==> src/tps_pkg.sv <==
package tps_pkg;

  localparam int unsigned COORD_W    = 32;
  localparam int unsigned DIFF_W     = COORD_W + 1;
  localparam int unsigned PROD_W     = COORD_W + DIFF_W;
  localparam int unsigned DIST_SHIFT = 3;
  localparam int unsigned TERM_W     = PROD_W - DIST_SHIFT;
  localparam int unsigned DIST_W     = 64;
  localparam int unsigned DEN_W      = DIST_W + 1;
  localparam int unsigned REM_W      = DEN_W + 1;
  localparam int unsigned T_FRAC     = 30;
  localparam int unsigned Q_W        = T_FRAC + 1;
  localparam int unsigned NDIV       = T_FRAC + 1;
  localparam int unsigned IPROD_W    = DIFF_W + Q_W + 1;
  localparam int unsigned SUM_W      = IPROD_W - T_FRAC + 1;
  localparam int unsigned IDX_W      = 3;

  localparam logic [COORD_W-1:0] NORMAL_Z_RESET = 32'h0001_0000;

  typedef enum logic [IDX_W-1:0] {
    REG_POINT_X  = 3'd0,
    REG_POINT_Y  = 3'd1,
    REG_POINT_Z  = 3'd2,
    REG_NORMAL_X = 3'd3,
    REG_NORMAL_Y = 3'd4,
    REG_NORMAL_Z = 3'd5
  } cfg_idx_t;

  // index 0 = x, 1 = y, 2 = z
  typedef logic [2:0][COORD_W-1:0] vec_t;
  typedef logic [2:0][DIFF_W-1:0]  dvec_t;

  typedef struct packed {
    vec_t             s;
    dvec_t            d;
    logic [DEN_W-1:0] den;
    logic [DEN_W-1:0] num;
  } edge_t;

  typedef struct packed {
    edge_t first;
    edge_t second;
  } seg_t;

  typedef struct packed {
    logic full;
    logic empty;
  } q_stat_t;

  function automatic logic [COORD_W-1:0] sat32(input logic signed [SUM_W-1:0] v);
    logic signed [SUM_W-1:0] hi;
    logic signed [SUM_W-1:0] lo;
    hi = SUM_W'(signed'(32'sh7FFF_FFFF));
    lo = -hi - SUM_W'(1);
    if (v > hi) return hi[COORD_W-1:0];
    if (v < lo) return lo[COORD_W-1:0];
    return v[COORD_W-1:0];
  endfunction

endpackage

==> src/tps_queue.sv <==
module tps_queue import tps_pkg::*; #(
  parameter int unsigned DEPTH = 4
) (
  input  logic    clk,
  input  logic    rst,
  input  logic    push,
  input  seg_t    push_seg,
  input  logic    pop,
  output seg_t    head,
  output q_stat_t stat
);

  localparam int unsigned PTR_W = (DEPTH > 1) ? $clog2(DEPTH) : 1;
  localparam int unsigned CNT_W = $clog2(DEPTH + 1);

  seg_t             slots [DEPTH];
  logic [PTR_W-1:0] wr_ptr, rd_ptr;
  logic [CNT_W-1:0] count;

  assign head       = slots[rd_ptr];
  assign stat.full  = (count == CNT_W'(DEPTH));
  assign stat.empty = (count == '0);

  always_ff @(posedge clk) begin
    if (push) slots[wr_ptr] <= push_seg;
  end

  always_ff @(posedge clk) begin
    if (rst) begin
      wr_ptr <= '0;
      rd_ptr <= '0;
      count  <= '0;
    end else begin
      if (push) wr_ptr <= (wr_ptr == PTR_W'(DEPTH - 1)) ? '0 : wr_ptr + PTR_W'(1);
      if (pop)  rd_ptr <= (rd_ptr == PTR_W'(DEPTH - 1)) ? '0 : rd_ptr + PTR_W'(1);
      count <= count + CNT_W'(push) - CNT_W'(pop);
    end
  end

endmodule

==> config.mk <==
export PLATFORM = sky130hd
export DESIGN_NAME = tps_queue
export DESIGN_NICKNAME = d
export VERILOG_FILES = /design/src/tps_pkg.sv /design/src/tps_queue.sv
export SDC_FILE = /design/constraint.sdc
export NUM_CORES = 2
export LEC_CHECK = 0
export BUFFER_PORTS_ARGS = -buffer_cell sky130_fd_sc_hd__buf_4
export CORE_AREA = 2 2 513 515
export DETAILED_ROUTE_END_ITERATION = 12
export DIE_AREA = 0 0 515 517
export PLACE_DENSITY = 0.6
export RECOVER_POWER = 100
export SETUP_SLACK_MARGIN = 0.2
export SLEW_MARGIN = 10
export SYNTH_ARGS = -nofsm -noshare
export SYNTH_HDL_FRONTEND = slang
export SYNTH_SLANG_ARGS = --single-unit
==> constraint.sdc <==
create_clock -name clk -period 35.1 [get_ports clk]
set_input_delay 3.51 -clock clk [delete_from_list [all_inputs] [get_ports clk]]
set_output_delay 3.51 -clock clk [all_outputs]
set_load 0.02 [all_outputs]
# Yosys cells after proc, flatten, opt, wreduce, memory -nomap -nowiden
# Memory sizes are Yosys's and may differ from the RTL's. A register that Yosys moved wholly into a read port is not among the register bits.
# Cells that the tools add are included.
dict set report word_totals {
  mem_bits_rw 2600
  register_bits 7
  n_memories 1
  out_inout_bits 652
  elab_cells 18
  inputBits 654
}
dict set report op_classes {
  eq_ne 3
  n_reduce_logical 1
  addsub 4
  mux 6
}
# memory depth width rd rd_clocked_by_memory_dff write_ports line_no
set mem_list {}
lappend mem_list {slots 4 650 1 1 1 tps_queue.sv:16} ;# seg_t slots [DEPTH];
# op count
set op_table {}
lappend op_table {{$mux W2} 4}
lappend op_table {{$add A2 B1 Y2 const B} 2}
lappend op_table {{$eq A2 B2 Y1 const B} 2}
lappend op_table {{$add A3 B1 Y3} 1}
lappend op_table {{$eq A3 B3 Y1 const B} 1}
lappend op_table {{$logic_not A3 Y1} 1}
lappend op_table {{$sub A3 B1 Y3} 1}
lappend op_table {{$mux W1} 2}

# Logic depth before layout (Yosys ltp)
dict set report logic_depth {
  depth_word 4
  mapped_depth 7
  depth_no_buf 7
}

# Worst setup path before layout
# No wires, ideal clock.
dict set report synth_timing {
  kind {input -> register}
  start {in push}
  end {mem slots[0][0] in the netlist's numbering, enable pin}
  n_path_buf 0
  arrival_ps 18077
  path_stages 1
  required_ps 34001
  setup_ps 1099
  path_slack_ps 15924
  cell_sequence {and2_1}
}
dict set report synth_via {
  elab_chain_len 2
}
# element line_no
set synth_lines {}
lappend synth_lines {{start: declaration} tps_queue.sv:6} ;# input logic push,
lappend synth_lines {{$mux W1} tps_queue.sv:25} ;# if (push) slots[wr_ptr] <= push_seg;
lappend synth_lines {{$mux W1 (not written as such)} tps_queue.sv:25}
lappend synth_lines {{end: declaration} tps_queue.sv:16}
# Every way passes these cells.

==> results.sh <==
export IMPL_overflow=0
export IMPL_syn_area_per_cell_um2=27.4
export IMPL_die_height_um=517
export IMPL_syn_area_um2=94200
export IMPL_totalWireLength_mm=243
export IMPL_syn_inst=3437
export IMPL_start_util_pct=36.1
export IMPL_cts_buffer_depth=4
export IMPL_fp_dieW_um=515
export IMPL_cellPowerDensity_nw_per_um2=63.7
export IMPL_syn_nets=4099
export IMPL_clkTransAtPathRegs_ps=60
export IMPL_cp_required_ps=31590
export IMPL_tritoncts="yes"
export IMPL_ys_seq_area_share_pct=83.0
export IMPL_vias=43993
export IMPL_critical_path_max_stage_delay_ps=5200
export IMPL_ant_nets=0
export IMPL_post_route_min_period_ps=19750
export IMPL_hold_class="flip-flop to flip-flop"
export IMPL_crit_path_max_fanout=84
export IMPL_yosys_area_top_type="edfxtp_1"
export IMPL_critPathSlowestCell="clkbuf_1"
export IMPL_ys_ff_latch=2609
export IMPL_synth_async_sr_flop_share_pct=0
export IMPL_yosysTopAreaCellShare_pct=82.8
export IMPL_setup_tns_ps=0
export IMPL_final_max_slew_violation_count=3273
export IMPL_fmax_mhz=50.6
export IMPL_antenna_found_initial=151
export IMPL_rsz0062_at_grt="false"
export IMPL_io_buffer_count=1305
export IMPL_drc=0
export IMPL_worstMarginPinSlew_ps=8590
export IMPL_clock_root_buffer="clkbuf_16"
export IMPL_p_leak_nw=33.7
export IMPL_worst_clock_skew_ps=27.4
export IMPL_max_cap_violations=60
export IMPL_synth_cell_types=21
export IMPL_clock_latency_ps=870
export IMPL_place_congestion=0.810
export IMPL_core_um2=261000
export IMPL_cpMostUsedCell="clkbuf_1"
export IMPL_period_share_pct=56.3
export IMPL_drtIter0Drc=3492
export IMPL_endpoint_kind="primary output"
export IMPL_status="finished with violations"
export IMPL_critPathKind="flip-flop to primary output"
export IMPL_crit_arrival_ps=16240
export IMPL_synth_edff_count=2600
export IMPL_synth_top_cells_by_area="edfxtp_1 83%, mux4_2 16%, buf_6 0.66%, buf_2 0.36%, dfxtp_1 0.19%"
export IMPL_grt_max_degree=141
export IMPL_clock_sinks=2609
export IMPL_grt_pass1_vias=44866
export IMPL_cts_setup_buffers=0
export IMPL_hold_viol_final=0
export IMPL_ys_top_cells_by_count="2600 x edfxtp_1, 650 x mux4_2, 67 x buf_2"
export IMPL_grt_total_usage_pct=17.5
export IMPL_dp_hpwl_mm=164
export IMPL_htree_levels=5
export IMPL_viasPerCell=5.09
export IMPL_failed_checks="max-capacitance violations, max-slew violations"
export IMPL_yosysMostFrequentCell="edfxtp_1"
export IMPL_ctsHoldBuffers=0
export IMPL_yosysWarnings=0
export IMPL_relSlewSlack_pct=-473
export IMPL_syn2layout_area_growth_pct=18.7
export IMPL_cp_cell_sequence="clkbuf_1 -> clkbuf_1 -> clkbuf_1 -> buf_4 -> mux4_2 -> clkbuf_1"
export IMPL_worstSetupStartpointType="flip-flop"
export IMPL_wl_per_cell_um=28.1
export IMPL_drive_gt1_share_pct=20.5
export IMPL_total_power_mw=7.12
export IMPL_grt_pass1_wl_mm=336
export IMPL_synthFlopType="edfxtp_1"
export IMPL_ios=1306
export IMPL_num_rows=188
export IMPL_dieArea_um2=266000
export IMPL_setup_violations=0
export IMPL_fin_nets=5609
export IMPL_cts_resized_gates=0
export IMPL_dr_pass1_iters=7
export IMPL_vdd_drop_max_mv=0.0435
export IMPL_cts_buffers=281
## layer usage
layer,vias up,share of wire [%],track usage (%)
li1,18201,-,-
met1,23169,37,20.8
met2,1979,48,28.5
met3,552,11,7.75
met4,92,3.6,5.76
met5,-,0.25,0
## layout by cell type (no fill, tap or decap), types with 3 or more instances in the layout
cell type | Yosys | layout
inv_16 | 0 | 3
edfxtp_1 | 2600 | 2600
clkinv_8 | 0 | 6
inv_6 | 0 | 9
buf_4 | 11 | 27
dfxtp_1 | 9 | 8
clkbuf_1 | 9 | 1402
clkinv_1 | 0 | 64
ha_1 | 7 | 7
clkinv_4 | 0 | 3
nor2_1 | 3 | 3
diode_2 | 0 | 55
mux4_2 | 650 | 650
and2_0 | 0 | 4
inv_1 | 6 | 6
clkinv_2 | 0 | 35
bufinv_16 | 0 | 25
clkbuf_16 | 0 | 286
clkinv_16 | 0 | 5
## worst max-delay path, delay by kind of cell (launching register included)
kind	cells	cell delay [ps]
DFF	1	2500
muxes	1	630
buffers and inverters	5	11920
## layout make-up
class                      count  area, um^2
sequential                  2609       78300
antenna                       55         138
multi-input combinational    678       14900
fill                       23035      149000
clock buffer                 346        7380
clock inverter               153        1610
tap                         3420        4280
timing repair buffer        1371        5280
inverter                       6        22.5
## worst paths after layout
| kind | endpoint | slack, ps | depth (start not counted) | startpoint |
|---|---|---|---|---|
| worst max register to register | slots[2][272]$_DFFE_PP_ | 18550 | 5 | wr_ptr[0]$_SDFFE_PP0P_ |
| worst min-delay path | flip-flop | 500 | 2 | rd_ptr[0]$_SDFFE_PP0P_ |
| worst max-delay path | head[482] | 15350 | 6 | flip-flop |
| worst min register to register | flip-flop | 500 | 2 | rd_ptr[0]$_SDFFE_PP0P_ |
## kinds of logic (layout without fill, tap and decap cells)
group | after synthesis | after routing | synth area share (%)
DFF | 2609 | 2609 | 83.0
muxes | 652 | 652 | 15.6
buffers and inverters | 150 | 1876 | 1.17
and+or+nand+nor | 15 | 15 | 0.0956
adders and majority gates | 8 | 8 | 0.114
AOI/OAI and AO/OA | 2 | 2 | 0.0106
xor gates and xnor gates | 1 | 1 | 0.0252
other | 0 | 55 | 0
## stage by stage
stage / util [%] / hold slack [ps] / area [um^2] / worst slack (ps) / std cells
2_1_floorplan: - / 469 / 94200 / 15920 / 3437
3_3_place_gp: 41.3 / 489 / 108000 / 26080 / 8084
3_5_place_dp: 41.3 / 480 / 108000 / 26050 / 8084
4_1_cts: 44.7 / 499 / 117000 / 25090 / 8583
5_1_grt: 42.8 / 548 / 112000 / 12360 / 8611
6_report: 42.8 / 504 / 112000 / 15350 / 8638
## registers in the layout, indices dropped and copies added, names as in the netlist, named ones only
signal	cells
count	3
rd_ptr	2
slots	2600
wr_ptr	2
## power breakdown
group / internal (mW) / total, mW / switching [mW]
Sequential: 3.58 / 3.60 / 0.0288
Clock: 1.69 / 2.88 / 1.19
Combinational: 0.208 / 0.639 / 0.431
Total: 5.47 / 7.12 / 1.65
Note: power is estimated with default switching activity, not from simulation.
